--- config.mk ---
export PLATFORM = sky130hd
export DESIGN_NAME = ddg_datapath
export DESIGN_NICKNAME = d
export VERILOG_FILES = /design/src/rtl/ddg_pkg.sv /design/src/rtl/ddg_decay.sv /design/src/rtl/ddg_datapath.sv
export SDC_FILE = /design/constraint.sdc
export NUM_CORES = 2
export LEC_CHECK = 0
export ABC_AREA = 0
export ABC_CLOCK_PERIOD_IN_PS = 13550
export BUFFER_PORTS_ARGS = -buffer_cell sky130_fd_sc_hd__clkbuf_2
export CORE_ASPECT_RATIO = 1.2
export CORE_MARGIN = 8
export CORE_UTILIZATION = 55
export CTS_BUF_LIST = sky130_fd_sc_hd__clkbuf_4 sky130_fd_sc_hd__clkbuf_8 sky130_fd_sc_hd__clkbuf_16
export CTS_CLUSTER_DIAMETER = 30
export DETAILED_ROUTE_END_ITERATION = 12
export PLACE_DENSITY = 0.72
export SYNTH_ARGS = -nofsm -noshare
export SYNTH_HDL_FRONTEND = slang
export SYNTH_SLANG_ARGS = --single-unit
--- constraint.sdc ---
create_clock -name clk -period 13.55 [get_ports clk]
set_clock_uncertainty 0.15 [all_clocks]
set_input_delay 0.6775 -clock clk [delete_from_list [all_inputs] [get_ports clk]]
set_output_delay 0.6775 -clock clk [all_outputs]
set_load 0.02 [all_outputs]
--- src/rtl/ddg_pkg.sv ---
// ddg_pkg: shared constants, types and tables of the direction dispersion gain unit.
// No dependencies; every other file imports it.
`default_nettype none
package ddg_pkg;

    localparam int HISTORY_DEPTH = 16;
    localparam int IDX_W         = (HISTORY_DEPTH > 2) ? $clog2(HISTORY_DEPTH) : 1;
    localparam int PAIRS         = HISTORY_DEPTH * (HISTORY_DEPTH - 1) / 2;

    localparam int POS_W    = 16;
    localparam int ANGLE_W  = 16;
    localparam int SPREAD_W = 16;
    localparam int GAIN_W   = 27;
    localparam int DIST_W   = 15;
    localparam int SIM_W    = 17;

    localparam int TOTAL_W  = $clog2(PAIRS * 65536 + 1);
    localparam int CUR_W    = $clog2((HISTORY_DEPTH - 1) * 65536 + 1);
    localparam int PROD_W   = TOTAL_W + CUR_W;

    localparam int HALF_TURN    = 23040;
    localparam int FULL_TURN    = 46080;
    localparam int QUARTER_TURN = 11520;
    localparam int CORDIC_STEPS = 14;
    localparam int CORDIC_W     = 27;
    localparam int Z_W          = 17;
    localparam int LOG2E_Q16    = 94548;
    localparam int SPREAD_RESET = 410;
    localparam longint GAIN_MAX = (64'd1 << GAIN_W) - 64'd1;

    // configuration register indexes
    localparam int CFG_IDX_W = 1;
    localparam logic [CFG_IDX_W-1:0] REG_SPREAD_ALL = 1'd0;
    localparam logic [CFG_IDX_W-1:0] REG_SPREAD_NEW = 1'd1;

    // cycles from the last pair issued until the accumulators are settled
    localparam int DRAIN_CYCLES = 7;
    localparam int DRAIN_W      = $clog2(DRAIN_CYCLES + 1);

    typedef struct packed {
        logic             load_in;
        logic             cordic_step;
        logic [3:0]       step_idx;
        logic             store_write;
        logic             issue;
        logic             new_pass;
        logic [IDX_W-1:0] addr_a;
        logic [IDX_W-1:0] addr_b;
        logic             mul;
        logic             emit;
    } ddg_cmd_t;

    typedef struct packed {
        logic out_free;
    } ddg_status_t;

    // arctan(2^-i) in 1/128 degree
    function automatic logic [12:0] atan_lut(input logic [3:0] i);
        logic [12:0] v;
        case (i)
            4'd0:    v = 13'd5760;
            4'd1:    v = 13'd3400;
            4'd2:    v = 13'd1797;
            4'd3:    v = 13'd912;
            4'd4:    v = 13'd458;
            4'd5:    v = 13'd229;
            4'd6:    v = 13'd115;
            4'd7:    v = 13'd57;
            4'd8:    v = 13'd29;
            4'd9:    v = 13'd14;
            4'd10:   v = 13'd7;
            4'd11:   v = 13'd4;
            4'd12:   v = 13'd2;
            4'd13:   v = 13'd1;
            default: v = 13'd0;
        endcase
        return v;
    endfunction

    // 2^16 * 2^(-j/16)
    function automatic logic [16:0] pow2_lut(input logic [4:0] j);
        logic [16:0] v;
        case (j)
            5'd0:    v = 17'd65536;
            5'd1:    v = 17'd62757;
            5'd2:    v = 17'd60097;
            5'd3:    v = 17'd57549;
            5'd4:    v = 17'd55109;
            5'd5:    v = 17'd52773;
            5'd6:    v = 17'd50535;
            5'd7:    v = 17'd48393;
            5'd8:    v = 17'd46341;
            5'd9:    v = 17'd44376;
            5'd10:   v = 17'd42495;
            5'd11:   v = 17'd40694;
            5'd12:   v = 17'd38968;
            5'd13:   v = 17'd37316;
            5'd14:   v = 17'd35734;
            5'd15:   v = 17'd34220;
            5'd16:   v = 17'd32768;
            default: v = 17'd0;
        endcase
        return v;
    endfunction

endpackage
`default_nettype wire

--- src/rtl/ddg_decay.sv ---
// ddg_decay: four-stage pipelined exp(-k*d) in Q1.16, table based.
// Depends on ddg_pkg.
`default_nettype none
module ddg_decay
    import ddg_pkg::*;
(
    input  wire logic                clk,
    input  wire logic                rst_n,
    input  wire logic                op_valid,
    input  wire logic                op_new,
    input  wire logic [SPREAD_W-1:0] k,
    input  wire logic [DIST_W-1:0]   d,
    output logic                     res_valid,
    output logic                     res_new,
    output logic [SIM_W-1:0]         res_val
);
    logic [3:0]  valid_reg;
    logic [3:0]  new_reg;
    logic [30:0] e_reg;
    logic [47:0] p_reg;
    logic [16:0] m_reg;
    logic [4:0]  n_reg;
    logic        zero_reg;
    logic [SIM_W-1:0] val_reg;

    logic [48:0] p_rnd;
    logic [21:0] w;
    logic [4:0]  j;
    logic [3:0]  r;
    logic [16:0] t0;
    logic [16:0] t1;
    logic [15:0] slope;
    logic [16:0] m_next;
    logic [17:0] m_rnd;
    logic [17:0] m_sh;

    always_comb
    begin
        p_rnd  = {1'b0, p_reg} + 49'(64'd1 << 26);
        w      = p_rnd[48:27];
        j      = {1'b0, w[7:4]};
        r      = w[3:0];
        t0     = pow2_lut(j);
        t1     = pow2_lut(j + 5'd1);
        slope  = 16'((t0 - t1) * r) + 16'd8;
        m_next = t0 - 17'(slope[15:4]);
        m_rnd  = {1'b0, m_reg} + ((n_reg == 5'd0) ? 18'd0 : (18'd1 << (n_reg - 5'd1)));
        m_sh   = m_rnd >> n_reg;
    end

    always_ff @(posedge clk or negedge rst_n)
    begin
        if (!rst_n)
        begin
            valid_reg <= '0;
        end
        else
        begin
            valid_reg <= {valid_reg[2:0], op_valid};
        end
    end

    always_ff @(posedge clk)
    begin
        new_reg  <= {new_reg[2:0], op_new};
        e_reg    <= 31'(k * d);
        p_reg    <= 48'(e_reg * 17'(LOG2E_Q16));
        m_reg    <= m_next;
        n_reg    <= w[12:8];
        zero_reg <= (w[21:8] >= 14'd17);
        val_reg  <= zero_reg ? '0 : SIM_W'(m_sh);
    end

    assign res_valid = valid_reg[3];
    assign res_new   = new_reg[3];
    assign res_val   = val_reg;
endmodule
`default_nettype wire

--- src/rtl/ddg_datapath.sv ---
// ddg_datapath: CORDIC registers, angle store, distance, decay, sums, output register.
// Depends on ddg_pkg and ddg_decay.
`default_nettype none
module ddg_datapath
    import ddg_pkg::*;
(
    input  wire logic                    clk,
    input  wire logic                    rst_n,
    input  wire logic signed [POS_W-1:0] pos_x,
    input  wire logic signed [POS_W-1:0] pos_y,
    input  wire logic                    cfg_we,
    input  wire logic [CFG_IDX_W-1:0]    cfg_index,
    input  wire logic [SPREAD_W-1:0]     cfg_data,
    input  wire ddg_cmd_t                cmd,
    output ddg_status_t                  status,
    output logic                         out_valid,
    input  wire logic                    out_ready,
    output logic [GAIN_W-1:0]            gain
);
    localparam int RND_W = PROD_W - 15;
    localparam int SAT_W = (RND_W > GAIN_W) ? RND_W + 1 : GAIN_W + 1;

    logic [SPREAD_W-1:0] spread_all_reg;
    logic [SPREAD_W-1:0] spread_new_reg;

    logic signed [CORDIC_W-1:0] x_reg;
    logic signed [CORDIC_W-1:0] y_reg;
    logic signed [Z_W-1:0]      z_reg;
    logic                       zero_reg;

    logic [ANGLE_W-1:0]       store_mem [HISTORY_DEPTH];
    logic [HISTORY_DEPTH-1:0] written_reg;
    logic [IDX_W-1:0]         slot_reg;
    logic [IDX_W-1:0]         slot_next;

    logic signed [ANGLE_W-1:0] rd_a_reg;
    logic signed [ANGLE_W-1:0] rd_b_reg;
    logic                      rd_valid_reg;
    logic                      rd_new_reg;

    logic [TOTAL_W-1:0] total_reg;
    logic [CUR_W-1:0]   cur_reg;
    logic [PROD_W-1:0]  prod_reg;
    logic               out_valid_reg;
    logic [GAIN_W-1:0]  gain_reg;

    logic signed [POS_W:0]      x0;
    logic signed [POS_W:0]      y0;
    logic signed [Z_W-1:0]      z0;
    logic signed [CORDIC_W-1:0] dx;
    logic signed [CORDIC_W-1:0] dy;
    logic signed [Z_W-1:0]      step_z;
    logic signed [Z_W-1:0]      z_wrap;
    logic [ANGLE_W-1:0]         angle;
    logic [IDX_W-1:0]           rd_addr_a;
    logic                       op_valid;
    logic signed [ANGLE_W:0]    diff;
    logic [ANGLE_W:0]           dist_abs;
    logic [DIST_W-1:0]          pair_dist;
    logic [SPREAD_W-1:0]        k_sel;
    logic                       res_valid;
    logic                       res_new;
    logic [SIM_W-1:0]           res_val;
    logic [PROD_W:0]            prod_rnd;
    logic [SAT_W-1:0]           gain_wide;

    // pre-rotation by a quarter turn for the left half plane
    always_comb
    begin
        x0 = {pos_x[POS_W-1], pos_x};
        y0 = {pos_y[POS_W-1], pos_y};
        z0 = '0;
        if (pos_x[POS_W-1])
        begin
            if (!pos_y[POS_W-1])
            begin
                x0 = {pos_y[POS_W-1], pos_y};
                y0 = -{pos_x[POS_W-1], pos_x};
                z0 = Z_W'(QUARTER_TURN);
            end
            else
            begin
                x0 = -{pos_y[POS_W-1], pos_y};
                y0 = {pos_x[POS_W-1], pos_x};
                z0 = -Z_W'(QUARTER_TURN);
            end
        end
    end

    always_comb
    begin
        dx     = y_reg >>> cmd.step_idx;
        dy     = x_reg >>> cmd.step_idx;
        step_z = Z_W'(atan_lut(cmd.step_idx));
        z_wrap = z_reg;
        if (z_reg > Z_W'(HALF_TURN))
        begin
            z_wrap = z_reg - Z_W'(FULL_TURN);
        end
        else if (z_reg < -Z_W'(HALF_TURN))
        begin
            z_wrap = z_reg + Z_W'(FULL_TURN);
        end
        angle     = zero_reg ? '0 : ANGLE_W'(z_wrap);
        slot_next = (slot_reg == IDX_W'(HISTORY_DEPTH - 1)) ? '0 : slot_reg + 1'b1;
    end

    always_ff @(posedge clk)
    begin
        if (cmd.load_in)
        begin
            x_reg    <= CORDIC_W'(x0) <<< 8;
            y_reg    <= CORDIC_W'(y0) <<< 8;
            z_reg    <= z0;
            zero_reg <= (pos_x == '0) && (pos_y == '0);
        end
        else if (cmd.cordic_step)
        begin
            if (!y_reg[CORDIC_W-1])
            begin
                x_reg <= x_reg + dx;
                y_reg <= y_reg - dy;
                z_reg <= z_reg + step_z;
            end
            else
            begin
                x_reg <= x_reg - dx;
                y_reg <= y_reg + dy;
                z_reg <= z_reg - step_z;
            end
        end
    end

    // configuration registers
    always_ff @(posedge clk or negedge rst_n)
    begin
        if (!rst_n)
        begin
            spread_all_reg <= SPREAD_W'(SPREAD_RESET);
            spread_new_reg <= SPREAD_W'(SPREAD_RESET);
        end
        else if (cfg_we)
        begin
            unique case (cfg_index)
                REG_SPREAD_ALL: spread_all_reg <= cfg_data;
                REG_SPREAD_NEW: spread_new_reg <= cfg_data;
                default: ;
            endcase
        end
    end

    // angle store: entries never written read as zero
    always_ff @(posedge clk)
    begin
        if (cmd.store_write)
        begin
            store_mem[slot_next] <= angle;
        end
    end

    assign rd_addr_a = cmd.new_pass ? slot_reg : cmd.addr_a;
    assign op_valid  = cmd.issue && !(cmd.new_pass && (cmd.addr_b == slot_reg));

    always_ff @(posedge clk)
    begin
        rd_a_reg   <= written_reg[rd_addr_a] ? store_mem[rd_addr_a] : '0;
        rd_b_reg   <= written_reg[cmd.addr_b] ? store_mem[cmd.addr_b] : '0;
        rd_new_reg <= cmd.new_pass;
    end

    always_ff @(posedge clk or negedge rst_n)
    begin
        if (!rst_n)
        begin
            written_reg  <= '0;
            slot_reg     <= IDX_W'(HISTORY_DEPTH - 1);
            rd_valid_reg <= 1'b0;
        end
        else
        begin
            rd_valid_reg <= op_valid;
            if (cmd.store_write)
            begin
                written_reg[slot_next] <= 1'b1;
                slot_reg               <= slot_next;
            end
        end
    end

    // circular distance, at most half a turn
    always_comb
    begin
        diff      = {rd_a_reg[ANGLE_W-1], rd_a_reg} - {rd_b_reg[ANGLE_W-1], rd_b_reg};
        dist_abs  = diff[ANGLE_W] ? ANGLE_W'(0) - diff : diff;
        pair_dist = (dist_abs > (ANGLE_W + 1)'(HALF_TURN))
                  ? DIST_W'((ANGLE_W + 1)'(FULL_TURN) - dist_abs) : DIST_W'(dist_abs);
        k_sel     = rd_new_reg ? spread_new_reg : spread_all_reg;
    end

    ddg_decay u_decay (
        .clk       (clk),
        .rst_n     (rst_n),
        .op_valid  (rd_valid_reg),
        .op_new    (rd_new_reg),
        .k         (k_sel),
        .d         (pair_dist),
        .res_valid (res_valid),
        .res_new   (res_new),
        .res_val   (res_val)
    );

    always_ff @(posedge clk)
    begin
        if (cmd.load_in)
        begin
            total_reg <= '0;
            cur_reg   <= '0;
        end
        else if (res_valid)
        begin
            if (res_new)
            begin
                cur_reg <= cur_reg + CUR_W'(res_val);
            end
            else
            begin
                total_reg <= total_reg + TOTAL_W'(res_val);
            end
        end
        if (cmd.mul)
        begin
            prod_reg <= PROD_W'(total_reg * cur_reg);
        end
    end

    always_comb
    begin
        prod_rnd  = {1'b0, prod_reg} + (PROD_W + 1)'(32768);
        gain_wide = SAT_W'(prod_rnd[PROD_W:16]);
        if (gain_wide > SAT_W'(GAIN_MAX))
        begin
            gain_wide = SAT_W'(GAIN_MAX);
        end
    end

    always_ff @(posedge clk or negedge rst_n)
    begin
        if (!rst_n)
        begin
            out_valid_reg <= 1'b0;
        end
        else if (cmd.emit)
        begin
            out_valid_reg <= 1'b1;
        end
        else if (out_ready)
        begin
            out_valid_reg <= 1'b0;
        end
    end

    always_ff @(posedge clk)
    begin
        if (cmd.emit)
        begin
            gain_reg <= GAIN_W'(gain_wide);
        end
    end

    assign status.out_free = !out_valid_reg || out_ready;
    assign out_valid       = out_valid_reg;
    assign gain            = gain_reg;
endmodule
`default_nettype wire

==> qor.txt <==
GR Util met2 -> 45.0%
max FFs per register -> 256
CTS max path bufs -> 3
Cell variety after synth -> 104
Hold Vio Cnt, Final -> 0
Clock Pin Slew Worst Setup and Hold Paths -> 0.05 ns
Vias -> 55200
pin count of the biggest net entering global routing -> 83
Starting Density -> 55.3%
antenna violations before repair -> 13
HPWL after detailed placement -> 137 mm
Critical-path top delay cell -> or3_1
ranking of synthesized cells by area -> fa_1 21%, edfxtp_1 16%, ha_1 12%, nand2_1 5.4%, dfxtp_1 5.3%
top_reg_cell synth -> edfxtp_1
DRC -> 0
register area share after synthesis -> 22.9%
largest fanout on the critical path -> 26
cts repair resizes -> 0
post-synth top area share -> 21.0%
vias in the first global route -> 57300
final worst-path cycle share -> 83.3%
crit end category -> flip-flop
Post-synth EDFFs -> 367
HP Class -> in2reg
TritonCTS Buffers -> 133
Root Buffer -> clkbuf_16
f_max -> 0.0886 GHz
Avg Cell Area, Syn -> 9.49 um2
Syn Inst Count -> 7476
Num Clock Sinks -> 614
critical path arrival -> 11.76 ns
P&R area growth vs syn -> 9.73%
minimum clock period -> 11.29 ns
remaining antenna violation count -> 0
Die H -> 410 um
Worst Tran Pin Value -> 1.30 ns
max_slew headroom -> 13.1%
clk_lat worst skew -> 0.76 ns
Die X -> 344 um
Worst Setup SP -> rd_a_reg[0]$_SDFF_PN0_
row count -> 144
Port Buffers -> 100
Mapped Area -> 71000 um2
Final Setup Violations -> 0
GRT met1 Usage -> 33.2%
reg-to-reg startpoint -> rd_a_reg[0]$_SDFF_PN0_
Slew Limit Fails -> 0
area leader, netlist -> fa_1
Avg Vias per Cell -> 5.97
Place WS -> 2.38 ns
WS Path Type -> reg2reg
setup ws final -> 2.26 ns
Total Routing Usage GR -> 26.5%
FF+latch count, synth -> 614
max incr delay on CP -> 0.75 ns
critical path startpoint category -> flip-flop
Hold Worst Slack -> 0.0417 ns
core area -> 128000 um2
post-layout util -> 60.7%
GP Congestion -> 0.940
met3 global-route usage -> 4.79%
grt total ovfl -> 0
outcome -> completed
Ys Warns -> 0
Post-Syn Nets -> 8967
gr busiest metal -> met2
worst endpoint required time -> 14.03 ns
DRT Pass-1 Iters -> 6
Final nets -> 8945
H-tree level count -> 4
Max Cap Violations -> 0
DR WL/cell -> 20.1 um
CP most frequent cell -> fa_1
Iter 0 DRT Violations -> 4391
RSZ-0062 raised after global routing -> no
Setup TNS Final -> 0 ns
IO Count -> 101
share of layout cells above drive strength 1 -> 10.2%
asr flop ratio synth -> 9.45%
Worst Hold Launch -> cfg_data[12]
final WL -> 186 mm
TritonCTS clock tree -> yes
die area -> 141000 um2
global-route wire length before repair -> 301 mm
==> timing repair <==
| action | 4_1_cts | 5_1_grt |
|---|---|---|
| endpoints found under the hold margin | 38 | 0 |
| setup buffers | 0 | 0 |
| hold buffers | 10 | 0 |
==> cell type report <==
cell class                 instances  area, um2
tap                             1679       2100
clock inverter                    97       1240
fill                           10700      50400
clock buffer                     148       3520
timing repair buffer             195       1240
multi-input combinational       5583      50000
sequential                       614      16300
antenna                            6       15.0
inverter                         927       3480
==> Yosys cell counts (79+ instances only) <==
library cell	n
a21oi_1	270
and2_1	214
clkbuf_1	281
dfxtp_1	189
edfxtp_1	367
fa_1	746
ha_1	673
inv_1	922
mux2_2	79
mux2i_1	98
mux4_2	142
nand2_1	1023
nand3_1	195
nor2_1	383
nor2b_1	85
nor3_1	176
o21ai_0	259
xnor2_1	210
xor2_1	128
==> cell families (layout without fill, tap and decap cells) <==
| logic type | count (synthesis) | count (layout) | synth area share, % |
|---|---|---|---|
| DFF | 614 | 614 | 22.9 |
| AOI/OAI and AO/OA | 1091 | 1091 | 9.92 |
| xor gates and xnor gates | 345 | 345 | 4.35 |
| muxes | 322 | 322 | 7.19 |
| buffers and inverters | 1279 | 1367 | 6.87 |
| and+or+nand+nor | 2406 | 2406 | 15.8 |
| other | 0 | 6 | 0 |
| adders and majority gates | 1419 | 1419 | 32.9 |
==> worst paths after layout <==
check | end | depth (start not counted) | slack (ns)
setup reg to reg | u_decay.e_reg[30]$_DFF_P_ | 32 | 2.26
hold reg to reg | u_decay.new_reg[1]$_DFF_P_ | 0 | 0.17
max in group asynchronous | spread_new_reg[6]$_DFFE_PN0P_ | 3 | 12.14
min in group asynchronous | out_valid$_DFFE_PN0P_ | 3 | 0.49
hold / removal | spread_all_reg[12]$_DFFE_PN0P_ | 2 | 0.04
setup / recovery | u_decay.e_reg[30]$_DFF_P_ | 32 | 2.26
==> layer usage <==
metal	vias up	share of wire, %
li1	25400	-
met4	2	4.0
met1	27200	40
met3	476	7.6
met5	-	0.0081
met2	2184	49
==> per-stage QoR <==
stage               instances  instance area (um2)
floorplan                7476                71000
global route             9244                77900
CTS                      9243                77900
finish                   9249                77900
global placement         8988                73000
detailed placement       8988                73000
==> cell usage in the layout (no fill, tap or decap), drive strengths merged, types with 81 or more instances in the layout <==
cell	netlist	layout
nand2	1024	1024
mux4	142	142
xor2	130	130
nor2	383	383
nor2b	85	85
nor3	178	178
xnor2	213	213
o21ai	293	293
mux2	81	81
ha	673	673
and2	216	216
dfxtp	189	189
mux2i	99	99
clkbuf	281	242
a21oi	272	272
fa	746	746
buf	71	91
inv	926	947
edfxtp	367	367
nand3	204	204
==> worst max-delay path, delay by kind of cell, from the launching register on <==
kind            cells  cell delay (ns)
fa+ha+maj           9             3.94
simple gates        9             3.50
compound gates      9             2.59
xor+xnor            2             0.53
flops               1             0.29
buf+inv             3             0.16
Power is not shown: default switching activity piles up to over one toggle a cycle in this logic, so the estimate is an artifact.
