[src/rtl/ddg_pkg.sv]
// ddg_pkg: shared constants, types and tables of the direction dispersion gain unit.
// No dependencies; every other file imports it.
`default_nettype none
package ddg_pkg;

    localparam int HISTORY_DEPTH = 16;
    localparam int IDX_W         = (HISTORY_DEPTH > 2) ? $clog2(HISTORY_DEPTH) : 1;
    localparam int PAIRS         = HISTORY_DEPTH * (HISTORY_DEPTH - 1) / 2;

    localparam int POS_W    = 16;
    localparam int ANGLE_W  = 16;
    localparam int SPREAD_W = 16;
    localparam int GAIN_W   = 27;
    localparam int DIST_W   = 15;
    localparam int SIM_W    = 17;

    localparam int TOTAL_W  = $clog2(PAIRS * 65536 + 1);
    localparam int CUR_W    = $clog2((HISTORY_DEPTH - 1) * 65536 + 1);
    localparam int PROD_W   = TOTAL_W + CUR_W;

    localparam int HALF_TURN    = 23040;
    localparam int FULL_TURN    = 46080;
    localparam int QUARTER_TURN = 11520;
    localparam int CORDIC_STEPS = 14;
    localparam int CORDIC_W     = 27;
    localparam int Z_W          = 17;
    localparam int LOG2E_Q16    = 94548;
    localparam int SPREAD_RESET = 410;
    localparam longint GAIN_MAX = (64'd1 << GAIN_W) - 64'd1;

    // configuration register indexes
    localparam int CFG_IDX_W = 1;
    localparam logic [CFG_IDX_W-1:0] REG_SPREAD_ALL = 1'd0;
    localparam logic [CFG_IDX_W-1:0] REG_SPREAD_NEW = 1'd1;

    // cycles from the last pair issued until the accumulators are settled
    localparam int DRAIN_CYCLES = 7;
    localparam int DRAIN_W      = $clog2(DRAIN_CYCLES + 1);

    typedef struct packed {
        logic             load_in;
        logic             cordic_step;
        logic [3:0]       step_idx;
        logic             store_write;
        logic             issue;
        logic             new_pass;
        logic [IDX_W-1:0] addr_a;
        logic [IDX_W-1:0] addr_b;
        logic             mul;
        logic             emit;
    } ddg_cmd_t;

    typedef struct packed {
        logic out_free;
    } ddg_status_t;

    // arctan(2^-i) in 1/128 degree
    function automatic logic [12:0] atan_lut(input logic [3:0] i);
        logic [12:0] v;
        case (i)
            4'd0:    v = 13'd5760;
            4'd1:    v = 13'd3400;
            4'd2:    v = 13'd1797;
            4'd3:    v = 13'd912;
            4'd4:    v = 13'd458;
            4'd5:    v = 13'd229;
            4'd6:    v = 13'd115;
            4'd7:    v = 13'd57;
            4'd8:    v = 13'd29;
            4'd9:    v = 13'd14;
            4'd10:   v = 13'd7;
            4'd11:   v = 13'd4;
            4'd12:   v = 13'd2;
            4'd13:   v = 13'd1;
            default: v = 13'd0;
        endcase
        return v;
    endfunction

    // 2^16 * 2^(-j/16)
    function automatic logic [16:0] pow2_lut(input logic [4:0] j);
        logic [16:0] v;
        case (j)
            5'd0:    v = 17'd65536;
            5'd1:    v = 17'd62757;
            5'd2:    v = 17'd60097;
            5'd3:    v = 17'd57549;
            5'd4:    v = 17'd55109;
            5'd5:    v = 17'd52773;
            5'd6:    v = 17'd50535;
            5'd7:    v = 17'd48393;
            5'd8:    v = 17'd46341;
            5'd9:    v = 17'd44376;
            5'd10:   v = 17'd42495;
            5'd11:   v = 17'd40694;
            5'd12:   v = 17'd38968;
            5'd13:   v = 17'd37316;
            5'd14:   v = 17'd35734;
            5'd15:   v = 17'd34220;
            5'd16:   v = 17'd32768;
            default: v = 17'd0;
        endcase
        return v;
    endfunction

endpackage
`default_nettype wire

[src/rtl/ddg_ctrl.sv]
// ddg_ctrl: sequencer for CORDIC steps, store write, pair sweeps, drain and output.
// Depends on ddg_pkg.
`default_nettype none
module ddg_ctrl
    import ddg_pkg::*;
(
    input  wire logic        clk,
    input  wire logic        rst_n,
    input  wire logic        in_valid,
    output logic             in_ready,
    input  wire ddg_status_t status,
    output ddg_cmd_t         cmd
);
    localparam logic [2:0] S_IDLE   = 3'd0;
    localparam logic [2:0] S_CORDIC = 3'd1;
    localparam logic [2:0] S_WRITE  = 3'd2;
    localparam logic [2:0] S_PAIRS  = 3'd3;
    localparam logic [2:0] S_NEWP   = 3'd4;
    localparam logic [2:0] S_DRAIN  = 3'd5;
    localparam logic [2:0] S_MUL    = 3'd6;
    localparam logic [2:0] S_EMIT   = 3'd7;

    localparam logic [IDX_W-1:0] LAST = IDX_W'(HISTORY_DEPTH - 1);

    logic [2:0]         state_reg;
    logic [2:0]         state_next;
    logic [3:0]         step_reg;
    logic [3:0]         step_next;
    logic [IDX_W-1:0]   a_reg;
    logic [IDX_W-1:0]   a_next;
    logic [IDX_W-1:0]   b_reg;
    logic [IDX_W-1:0]   b_next;
    logic [DRAIN_W-1:0] drain_reg;
    logic [DRAIN_W-1:0] drain_next;

    always_comb
    begin
        state_next = state_reg;
        step_next  = step_reg;
        a_next     = a_reg;
        b_next     = b_reg;
        drain_next = drain_reg;
        cmd        = '0;
        cmd.step_idx = step_reg;
        cmd.addr_a   = a_reg;
        cmd.addr_b   = b_reg;
        in_ready     = (state_reg == S_IDLE);

        unique case (state_reg)
            S_IDLE:
            begin
                if (in_valid)
                begin
                    cmd.load_in = 1'b1;
                    step_next   = '0;
                    state_next  = S_CORDIC;
                end
            end
            S_CORDIC:
            begin
                cmd.cordic_step = 1'b1;
                step_next       = step_reg + 4'd1;
                if (step_reg == 4'(CORDIC_STEPS - 1))
                begin
                    state_next = S_WRITE;
                end
            end
            S_WRITE:
            begin
                cmd.store_write = 1'b1;
                a_next          = '0;
                b_next          = IDX_W'(1);
                state_next      = S_PAIRS;
            end
            S_PAIRS:
            begin
                cmd.issue = 1'b1;
                if (b_reg == LAST)
                begin
                    if (a_reg == LAST - 1'b1)
                    begin
                        b_next     = '0;
                        state_next = S_NEWP;
                    end
                    else
                    begin
                        a_next = a_reg + 1'b1;
                        b_next = a_reg + IDX_W'(2);
                    end
                end
                else
                begin
                    b_next = b_reg + 1'b1;
                end
            end
            S_NEWP:
            begin
                cmd.issue    = 1'b1;
                cmd.new_pass = 1'b1;
                b_next       = b_reg + 1'b1;
                if (b_reg == LAST)
                begin
                    drain_next = '0;
                    state_next = S_DRAIN;
                end
            end
            S_DRAIN:
            begin
                drain_next = drain_reg + 1'b1;
                if (drain_reg == DRAIN_W'(DRAIN_CYCLES))
                begin
                    state_next = S_MUL;
                end
            end
            S_MUL:
            begin
                cmd.mul    = 1'b1;
                state_next = S_EMIT;
            end
            S_EMIT:
            begin
                if (status.out_free)
                begin
                    cmd.emit   = 1'b1;
                    state_next = S_IDLE;
                end
            end
            default:
            begin
                state_next = S_IDLE;
            end
        endcase
    end

    always_ff @(posedge clk or negedge rst_n)
    begin
        if (!rst_n)
        begin
            state_reg <= S_IDLE;
            step_reg  <= '0;
            a_reg     <= '0;
            b_reg     <= '0;
            drain_reg <= '0;
        end
        else
        begin
            state_reg <= state_next;
            step_reg  <= step_next;
            a_reg     <= a_next;
            b_reg     <= b_next;
            drain_reg <= drain_next;
        end
    end
endmodule
`default_nettype wire

[config.mk]
export PLATFORM = sky130hd
export DESIGN_NAME = ddg_ctrl
export DESIGN_NICKNAME = d
export VERILOG_FILES = /design/src/rtl/ddg_pkg.sv /design/src/rtl/ddg_ctrl.sv
export SDC_FILE = /design/constraint.sdc
export NUM_CORES = 1
export LEC_CHECK = 0
export ABC_CLOCK_PERIOD_IN_PS = 2800
export BUFFER_PORTS_ARGS = -buffer_cell sky130_fd_sc_hd__clkbuf_2
export CORE_MARGIN = 2
export CORE_UTILIZATION = 55
export DETAILED_ROUTE_END_ITERATION = 16
export MAX_ROUTING_LAYER = met4
export PLACE_DENSITY = 0.8
export SETUP_SLACK_MARGIN = 0.3
export SYNTH_ARGS = -nofsm -noshare
export SYNTH_HDL_FRONTEND = slang
export SYNTH_SLANG_ARGS = --single-unit
[constraint.sdc]
create_clock -name clk -period 2.8 [get_ports clk]
set_input_delay 0.28 -clock clk [delete_from_list [all_inputs] [get_ports clk]]
set_output_delay 0.28 -clock clk [all_outputs]
set_load 0.05 [all_outputs]
==> flow_summary_export.csv, run 1 <==
group,metric,value,unit
global_routing,overflow,0,
floorplanning,coreArea,1960,µm²
placed_design,portBuffers,23,
synth,synth_common_cells,"dfrtp_1, nand2_1, a21oi_1, o21ai_0",
routing,dr.pass1.iters,5,
clock_tree,cts.clk_slew.worst_paths,0.10,ns
placed_design,hpwlAfterDp,1.80,mm
routing,ant_nets,0,
sta,setup_tns,0,ns
sta,period_needed,2.24,ns
clock_tree,post_cts_buffers,0,
cells_and_area,layout.nets,162,
setup_path,critical_path_arrival,1.96,ns
cells_and_area,diodes,0,
synth,syn_nets,139,
sta,finalHoldViolCount,0,
synth,yosysMostFrequentCell,"dfrtp_1",
synth,ys_seq_area_frac,0.393,
synth,synth_top_area_cell,"dfrtp_1",
sta,finalSetupViolations,0,
synth,synthDistinctLibCells,44,
clock_tree,clock-root-buffer,"clkbuf_4",
run,maxCapViolCount,0,
placed_design,gp_congestion,0.911,
routing,drtIter0Drc,24,
clock_tree,clock_sinks,18,
status,outcome,"complete, no violations",
clock_tree,cts_tree,"done",
global_routing,antenna_found_initial,0,
floorplanning,die_area,2470,µm²
synth,synth_edf_count,0,
routing,drc_errors,0,
setup_path,worstPathMaxFanout,18,
synth,ys_warn_count,0,
sta,rsz0062_at_grt,"no",
global_routing,grt_max_degree,19,
setup_path,cp-end-kind,"output port",
hold_path,min_path_type,"input port to register",
clock_tree,clock_latency,0.30,ns
floorplanning,boundaryPins,24,
global_routing,grt_pass1_vias,925,
cells_and_area,fillers,176,
clock_tree,cts_resized,0,
synth,synth_flop_cell,"dfrtp_1",
synth,syn_area,1150,µm²
global_routing,grt_pass1_wl,4.25,mm
synth,avgSynthCellArea,9.03,µm²
cells_and_area,drive_above_1_share,0.209,
routing,viasPerCell,5.98,
floorplanning,initial_core_util,0.585,
cells_and_area,area_delta_synth_final,12.5,%
synth,synth.area.top_cells,"dfrtp_1, ha_1, nand2_1, a21oi_1, o21ai_0",
clock_tree,h-tree-depth,1,
clock_tree,cts_buffer_depth,2,
sta,fmax,447,MHz
synth,yosysTopAreaCellShare,0.393,
floorplanning,dieWidth,49.7,µm
floorplanning,row_count,16,
global_routing,grt_use_total,0.230,
setup_path,crit_type,"register to output port",
setup_path,setup.worst_path.start_class,"register",
routing,wl_per_cell,14.2,µm
synth,yosys_register_bits,18,
routing,totalWireLength,2.48,mm
synth,synth_cells,127,
clock_tree,cts_inserted_buffers,3,
routing,num_vias,1047,
synth,synth-async-reset-ratio,1.00,
sta,drv_slew,0,
sta,skew,0.00704,ns
setup_path,cp.required,2.52,ns
sta,min_period_over_period,0.798,
sta,tightest_slew,0.600,ns
sta,slew_headroom,0.600,
floorplanning,die_h,49.7,µm
==> worst paths after layout <==
| path | from | end | slack (ns) | cells after the start |
|---|---|---|---|---|
| worst min-delay path | status | state_reg[2] | 0.35 | 4 |
| worst min register to register | drain_reg[0] | drain_reg[0] | 0.51 | 1 |
| worst max register to register | state_reg[1] | state_reg[0] | 0.98 | 4 |
| min in group asynchronous | rst_n | a_reg[2] | 0.44 | 2 |
| worst max-delay path | state_reg[0] | cmd[17] | 0.56 | 4 |
| max in group asynchronous | rst_n | drain_reg[0] | 2.04 | 2 |
==> kinds of logic after synthesis <==
| logic type | after synthesis | synth area share |
|---|---|---|
| xor+xnor | 3 | 0.0229 |
| flops | 18 | 0.393 |
| fa+ha+maj | 8 | 0.0872 |
| compound gates | 35 | 0.195 |
| mux | 3 | 0.0262 |
| simple gates | 48 | 0.220 |
| buf+inv | 12 | 0.0556 |
==> layer usage <==
layer / vias up / part of all wire / global-route usage
met5: - / 0 / -
met4: 0 / 0.0024 / 0.0509
met3: 2 / 0.087 / 0.0515
met2: 52 / 0.47 / 0.353
met1: 483 / 0.44 / 0.313
li1: 510 / - / -
==> worst max-delay path, stage by stage (launching register included) <==
cell	delay (ns)
dfrtp_1	0.74
inv_4	0.14
or3_4	0.43
clkinv_2	0.07
clkbuf_2	0.27
==> stage by stage <==
stage	cells	setup WS [ns]	hold slack [ns]	util	instance area [µm²]
2_1_floorplan	127	0.708	-0.0156	-	1150
3_3_place_gp	171	0.968	0.243	0.642	1260
3_5_place_dp	171	0.925	0.246	0.642	1260
4_1_cts	175	0.586	0.358	0.658	1290
5_1_grt	175	0.491	0.378	0.658	1290
6_report	175	0.564	0.355	0.658	1290
==> cell usage in the layout, fill, tap and decap left out, types with 3 or more instances in the layout <==
cell      instances
nor3_1            3
clkbuf_4          3
clkbuf_2         23
inv_1             4
o21ai_0           9
nor2_1            8
mux2i_1           3
nand2_1          14
nand4_1           3
ha_1              8
dfrtp_1          18
nand3_1           5
a21oi_1           9
==> final cells by class <==
cell class / instances / area (µm²) / area share
repair buffers: 24 / 125 / 0.0969
flip-flops and latches: 18 / 450 / 0.349
clock buffers: 3 / 22.5 / 0.0174
multi-input cells: 97 / 633 / 0.490
inverters: 6 / 26.3 / 0.0203
well taps: 27 / 33.8 / 0.0262
==> timing repair <==
item	CTS	global route
setup endpoints to repair	0	0
endpoints found under the hold margin	18	0
hold buffers	1	0
Power of run 1 is left out: the tool's default activity adds up to more than one toggle a clock period on the data nets, which glitch-free logic cannot reach.
==> inputs of run 2 (changes only) <==
--- a/config.mk
+++ b/config.mk
@@ -5,13 +5,13 @@
 export SDC_FILE = /design/constraint.sdc
 export NUM_CORES = 1
 export LEC_CHECK = 0
-export ABC_CLOCK_PERIOD_IN_PS = 2800
+export ABC_CLOCK_PERIOD_IN_PS = 2200
 export BUFFER_PORTS_ARGS = -buffer_cell sky130_fd_sc_hd__clkbuf_2
 export CORE_MARGIN = 2
-export CORE_UTILIZATION = 55
+export CORE_UTILIZATION = 53
 export DETAILED_ROUTE_END_ITERATION = 16
 export MAX_ROUTING_LAYER = met4
-export PLACE_DENSITY = 0.8
+export PLACE_DENSITY = 0.78
 export SETUP_SLACK_MARGIN = 0.3
 export SYNTH_ARGS = -nofsm -noshare
 export SYNTH_HDL_FRONTEND = slang
==> constraint.sdc (replaced) <==
create_clock -name clk -period 2.2 [get_ports clk]
set_input_delay 0.22 -clock clk [delete_from_list [all_inputs] [get_ports clk]]
set_output_delay 0.22 -clock clk [all_outputs]
set_load 0.05 [all_outputs]
==> run 2 against run 1 <==
Net effect: clock-buffer cell count stayed put; non-clock buffer count rose by 3; hold slack lost 0.079 ns; clock skew is 0.0034 ns higher; die area rose by 3.5%; routed wire length rose by 1.2%.
==> flow_summary_export.csv, run 2 (synthesis gave the netlist of run 1 again) <==
group,metric,value,unit
status,outcome,"complete, no violations",
routing,ant_nets,0,
routing,dr.pass1.iters,6,
floorplanning,die_area,2550,µm²
routing,totalWireLength,2.51,mm
routing,drc_errors,0,
clock_tree,cts.clk_slew.worst_paths,0.09,ns
sta,finalHoldViolCount,0,
floorplanning,row_count,16,
cells_and_area,final-seq-area,453,µm²
routing,wl_per_cell,14.1,µm
cells_and_area,drive_above_1_share,0.272,
global_routing,grt_use_total,0.228,
clock_tree,clock_sinks,18,
floorplanning,coreArea,2000,µm²
sta,setup_tns,0,ns
hold_path,min_path_type,"input port to register",
cells_and_area,diodes,0,
global_routing,overflow,0,
sta,period_needed,1.79,ns
setup_path,critical_path_arrival,1.57,ns
sta,skew,0.0104,ns
sta,finalSetupViolations,0,
setup_path,worstPathMaxFanout,17,
floorplanning,die_h,50.5,µm
cells_and_area,fillers,167,
setup_path,cp-end-kind,"output port",
routing,viasPerCell,5.96,
sta,fmax,558,MHz
global_routing,grt_pass1_vias,900,
global_routing,grt_max_degree,19,
sta,slew_headroom,0.699,
cells_and_area,fin_area,1350,µm²
clock_tree,cts_inserted_buffers,3,
global_routing,antenna_found_initial,0,
cells_and_area,area_delta_synth_final,17.2,%
clock_tree,clock-root-buffer,"clkbuf_4",
sta,rsz0062_at_grt,"no",
sta,worst_hold_slack,0.276,ns
clock_tree,cts_tree,"done",
setup_path,setup.worst_path.start_class,"register",
setup_path,crit_type,"register to output port",
setup_path,cp.required,1.98,ns
cells_and_area,layout.nets,165,
placed_design,gp_congestion,0.959,
clock_tree,h-tree-depth,1,
run,maxCapViolCount,0,
floorplanning,initial_core_util,0.573,
setup_path,cp-startpoint,"state_reg[0]",
floorplanning,dieWidth,50.5,µm
hold_path,hold_path_depth,3,
sta,drv_slew,0,
placed_design,dpl_cell_area,1280,µm²
cells_and_area,final_util,0.672,
placed_design,hpwlAfterDp,1.81,mm
floorplanning,boundaryPins,24,
routing,num_vias,1060,
setup_path,regToRegSetupSlack,0.53,ns
cells_and_area,mostFrequentLayoutCells,"clkbuf_2, dfrtp_1, nand2_1",
placed_design,portBuffers,23,
hold_path,whs_endpoint,"step_reg[2]",
hold_path,hold_start,"in_valid",
cells_and_area,multi_input_area,657,µm²
cells_and_area,layout_commonest_cell,"clkbuf_2",
clock_tree,cts_buffer_depth,2,
routing,drtIter0Drc,28,
setup_path,reg2reg_from,"a_reg[0]",
sta,tightest_slew,0.451,ns
global_routing,grt_pass1_wl,4.27,mm
setup_path,worstRegToRegCells,6,
setup_path,r2r-end,"state_reg[0]",
sta,min_period_over_period,0.815,
clock_tree,clock_latency,0.30,ns
==> run 2: layout make-up <==
cell class / count / area share
flip-flops and latches: 18 / 0.337
repair buffers: 27 / 0.113
clock buffers: 3 / 0.0167
well taps: 27 / 0.0251
inverters: 6 / 0.0195
multi-input cells: 97 / 0.488
==> run 2: repair_timing <==
action                                 in CTS  in global routing
setup endpoints to repair                   3                  4
resized for setup                           4                  5
hold buffers                                1                  0
buffers inserted                            0                  2
cloned                                      0                  0
endpoints found under the hold margin      18                  0
==> run 2: worst max-delay path by stage <==
stage	cells after the start	end
2_1_floorplan	6	a_reg[0]
3_3_place_gp	4	state_reg[1]
3_5_place_dp	4	state_reg[0]
4_1_cts	3	cmd[18]
5_1_grt	4	cmd[11]
6_report	3	cmd[18]
==> run 2: layer usage <==
layer  share of wire  global-route usage  routed length [µm]
met1            0.48               0.323                1220
met2            0.46               0.333                1150
met3           0.054              0.0357                 135
met4          0.0056              0.0766                  14
met5               0                   -                   0
==> run 2: critical path: stages, from the launching register on <==
cell and delay (ns):
dfrtp_1 0.42, buf_4 0.22, nor4b_4 0.39, buf_4 0.26
==> run 2: through the flow <==
step                setup slack (ns)  cells
finish                         0.406    178
global route                   0.301    178
CTS                            0.315    176
detailed placement             0.435    172
global placement               0.513    172
floorplan                      0.426    127
Power of run 2 is left out for the same reason.
==> inputs of run 3 (changes only) <==
--- a/config.mk
+++ b/config.mk
@@ -5,10 +5,11 @@
 export SDC_FILE = /design/constraint.sdc
 export NUM_CORES = 1
 export LEC_CHECK = 0
-export ABC_CLOCK_PERIOD_IN_PS = 2200
+export ABC_AREA = 1
+export ABC_CLOCK_PERIOD_IN_PS = 1900
 export BUFFER_PORTS_ARGS = -buffer_cell sky130_fd_sc_hd__clkbuf_2
 export CORE_MARGIN = 2
-export CORE_UTILIZATION = 53
+export CORE_UTILIZATION = 54
 export DETAILED_ROUTE_END_ITERATION = 16
 export MAX_ROUTING_LAYER = met4
 export PLACE_DENSITY = 0.78
==> constraint.sdc (replaced) <==
create_clock -name clk -period 1.9 [get_ports clk]
set_input_delay 0.19 -clock clk [delete_from_list [all_inputs] [get_ports clk]]
set_output_delay 0.19 -clock clk [all_outputs]
set_load 0.05 [all_outputs]
==> run 3 against run 2 <==
Net effect: area after synthesis grew 7.6%; first-iteration DRC count fell by 18%; non-clock buffer count up 4; global-route usage decreased by 0.12 points; final area up 16%; highest routed layer unchanged.
==> flow_summary_export.csv, run 3 <==
group,metric,value,unit
synth,yosysMostFrequentCell,"nand2_1",
floorplanning,coreArea,2190,µm²
power,clkPwrFrac,0.089,
cells_and_area,final-seq-area,459,µm²
placed_design,gp_congestion,0.843,
cells_and_area,multi_input_area,718,µm²
sta,min_period_over_period,0.849,
global_routing,antenna_found_initial,0,
sta,setup_tns,0,ns
sta,rsz0062_at_grt,"yes",
routing,wl_per_cell,12.3,µm
setup_path,cp.required,1.71,ns
cells_and_area,layout_commonest_cell,"nand2_1",
placed_design,preCtsSetupSlack,0.288,ns
routing,drc_errors,0,
cells_and_area,layout.nets,208,
floorplanning,boundaryPins,24,
setup_path,reg2reg_from,"a_reg[0]",
floorplanning,die_area,2690,µm²
sta,tightest_slew,0.466,ns
synth,yosysTopAreaCellShare,0.365,
power,fin_total_pwr,2720,µW
status,outcome,"complete, no violations",
clock_tree,h-tree-depth,1,
clock_tree,clock_sinks,18,
power,ir_drop,1200,µV
clock_tree,clock-root-buffer,"clkbuf_4",
synth,ys_warn_count,0,
clock_tree,clock_latency,0.30,ns
global_routing,grt_pass1_wl,4.44,mm
setup_path,setup.worst_path.start_class,"register",
clock_tree,cts_tree,"done",
cells_and_area,fillers,165,
synth,synth_top_area_cell,"dfrtp_1",
placed_design,dpl_cell_area,1390,µm²
power,p_sw,1500,µW
synth,synth.area.top_cells,"dfrtp_1, nand2_1, ha_1, nand3_1, inv_1",
setup_path,cp-end-kind,"output port",
routing,drtIter0Drc,23,
routing,dr.pass1.iters,4,
global_routing,grt_max_degree,19,
clock_tree,cts.clk_slew.worst_paths,0.11,ns
cells_and_area,drive_above_1_share,0.354,
power,seqPwrFrac,0.257,
clock_tree,cts_inserted_buffers,3,
sta,finalSetupViolations,0,
synth,synth_flop_cell,"dfrtp_1",
cells_and_area,area_delta_synth_final,26.3,%
global_routing,grt_use_total,0.226,
floorplanning,die_h,51.8,µm
synth,ys_seq_area_frac,0.365,
power,cellPowerDensity,1740,nW/µm²
cells_and_area,fin_area,1560,µm²
synth,synth_edf_count,0,
sta,fin_ws,0.288,ns
setup_path,critical_path_arrival,1.42,ns
power,power.leakage,0.000818,µW
cells_and_area,diodes,0,
setup_path,worstPathMaxFanout,7,
setup_path,cp-startpoint,"state_reg[1]",
power,p_int,1220,µW
routing,totalWireLength,2.74,mm
floorplanning,row_count,17,
sta,drv_slew,0,
floorplanning,dieWidth,51.8,µm
power,pwr-share-comb,0.654,
synth,syn_nets,174,
sta,period_needed,1.61,ns
routing,ant_nets,0,
synth,synth_common_cells,"nand2_1, inv_1, nand3_1",
run,maxCapViolCount,0,
synth,synthDistinctLibCells,24,
global_routing,overflow,0,
synth,avgSynthCellArea,7.62,µm²
setup_path,crit_type,"register to output port",
placed_design,portBuffers,23,
synth,synth_cells,162,
clock_tree,cts_buffer_depth,2,
sta,slew_headroom,0.689,
hold_path,hold_start,"in_valid",
floorplanning,initial_core_util,0.564,
cells_and_area,mostFrequentLayoutCells,"nand2_1, inv_1, nand3_1",
synth,synth-async-reset-ratio,1.00,
synth,syn_area,1230,µm²
sta,skew,0.00872,ns
sta,finalHoldViolCount,0,
routing,viasPerCell,5.13,
hold_path,min_path_type,"input port to register",
sta,fmax,620,MHz
global_routing,grt_pass1_vias,1051,
synth,yosys_register_bits,18,
placed_design,hpwlAfterDp,1.91,mm
routing,num_vias,1145,
cells_and_area,final_util,0.712,
power,switching_share,0.553,
run 3: cell families after synthesis:
logic type | share of synthesized area
AO/OA/AOI/OAI | 0.0588
XOR/XNOR | 0.0284
adder cells (fa/ha/maj) | 0.0811
buffers and inverters | 0.0881
flip-flops | 0.365
multiplexers | 0.00811
AND/OR/NAND/NOR | 0.371
run 3: final cells by class:
type / instances / share of cell area
Multi-Input combinational cell: 119 / 0.460
Sequential cell: 18 / 0.294
Timing Repair Buffer: 31 / 0.140
Inverter: 23 / 0.0601
Clock buffer: 4 / 0.0233
Tap cell: 28 / 0.0225
run 3: worst paths after layout:
check / end / slack [ns] / depth (start not counted)
max: cmd[18] / 0.29 / 6
min: step_reg[0] / 0.24 / 4
max reg2reg: state_reg[0] / 0.44 / 9
min reg2reg: drain_reg[0] / 0.49 / 1
max in group asynchronous: step_reg[0] / 1.19 / 2
min in group asynchronous: state_reg[2] / 0.36 / 2
run 3: worst max-delay path, cell delays in order (launching register included):
cell        delay [ns]
dfrtp_2           0.50
nor2_4            0.18
nand2_2           0.08
clkinvlp_4        0.09
nand2_4           0.06
clkinvlp_4        0.07
buf_8             0.13
run 3: power by group through the flow:
stage	registers, µW	logic (µW)	clock network [µW]
finish	700	1780	241
global route	724	1950	259
CTS	697	1660	247
detailed placement	697	1540	0
global placement	694	1500	0
floorplan	908	1040	0
run 3: what timing repair did:
| action | CTS | global route |
|---|---|---|
| resized for setup | 14 | 15 |
| buffers inserted | 3 | 3 |
| hold endpoints to repair | 18 | 0 |
| hold buffers | 1 | 0 |
| pin swaps | 1 | 3 |
| setup endpoints to repair | 7 | 10 |
run 3: stage by stage:
step / hold WS, ns / cells
after global placement: 0.160 / 212
after CTS: 0.253 / 220
after floorplan: -0.106 / 162
after detailed placement: 0.165 / 212
final: 0.241 / 223
after global routing: 0.236 / 223
run 3: per-layer routing:
| layer | track usage | vias to the layer above | part of all wire |
|---|---|---|---|
| li1 | - | 582 | - |
| met1 | 0.290 | 532 | 0.45 |
| met2 | 0.359 | 26 | 0.50 |
| met3 | 0.0259 | 5 | 0.033 |
| met4 | 0.105 | 0 | 0.016 |
| met5 | - | - | 0 |
(Power assumes the default switching activity.)
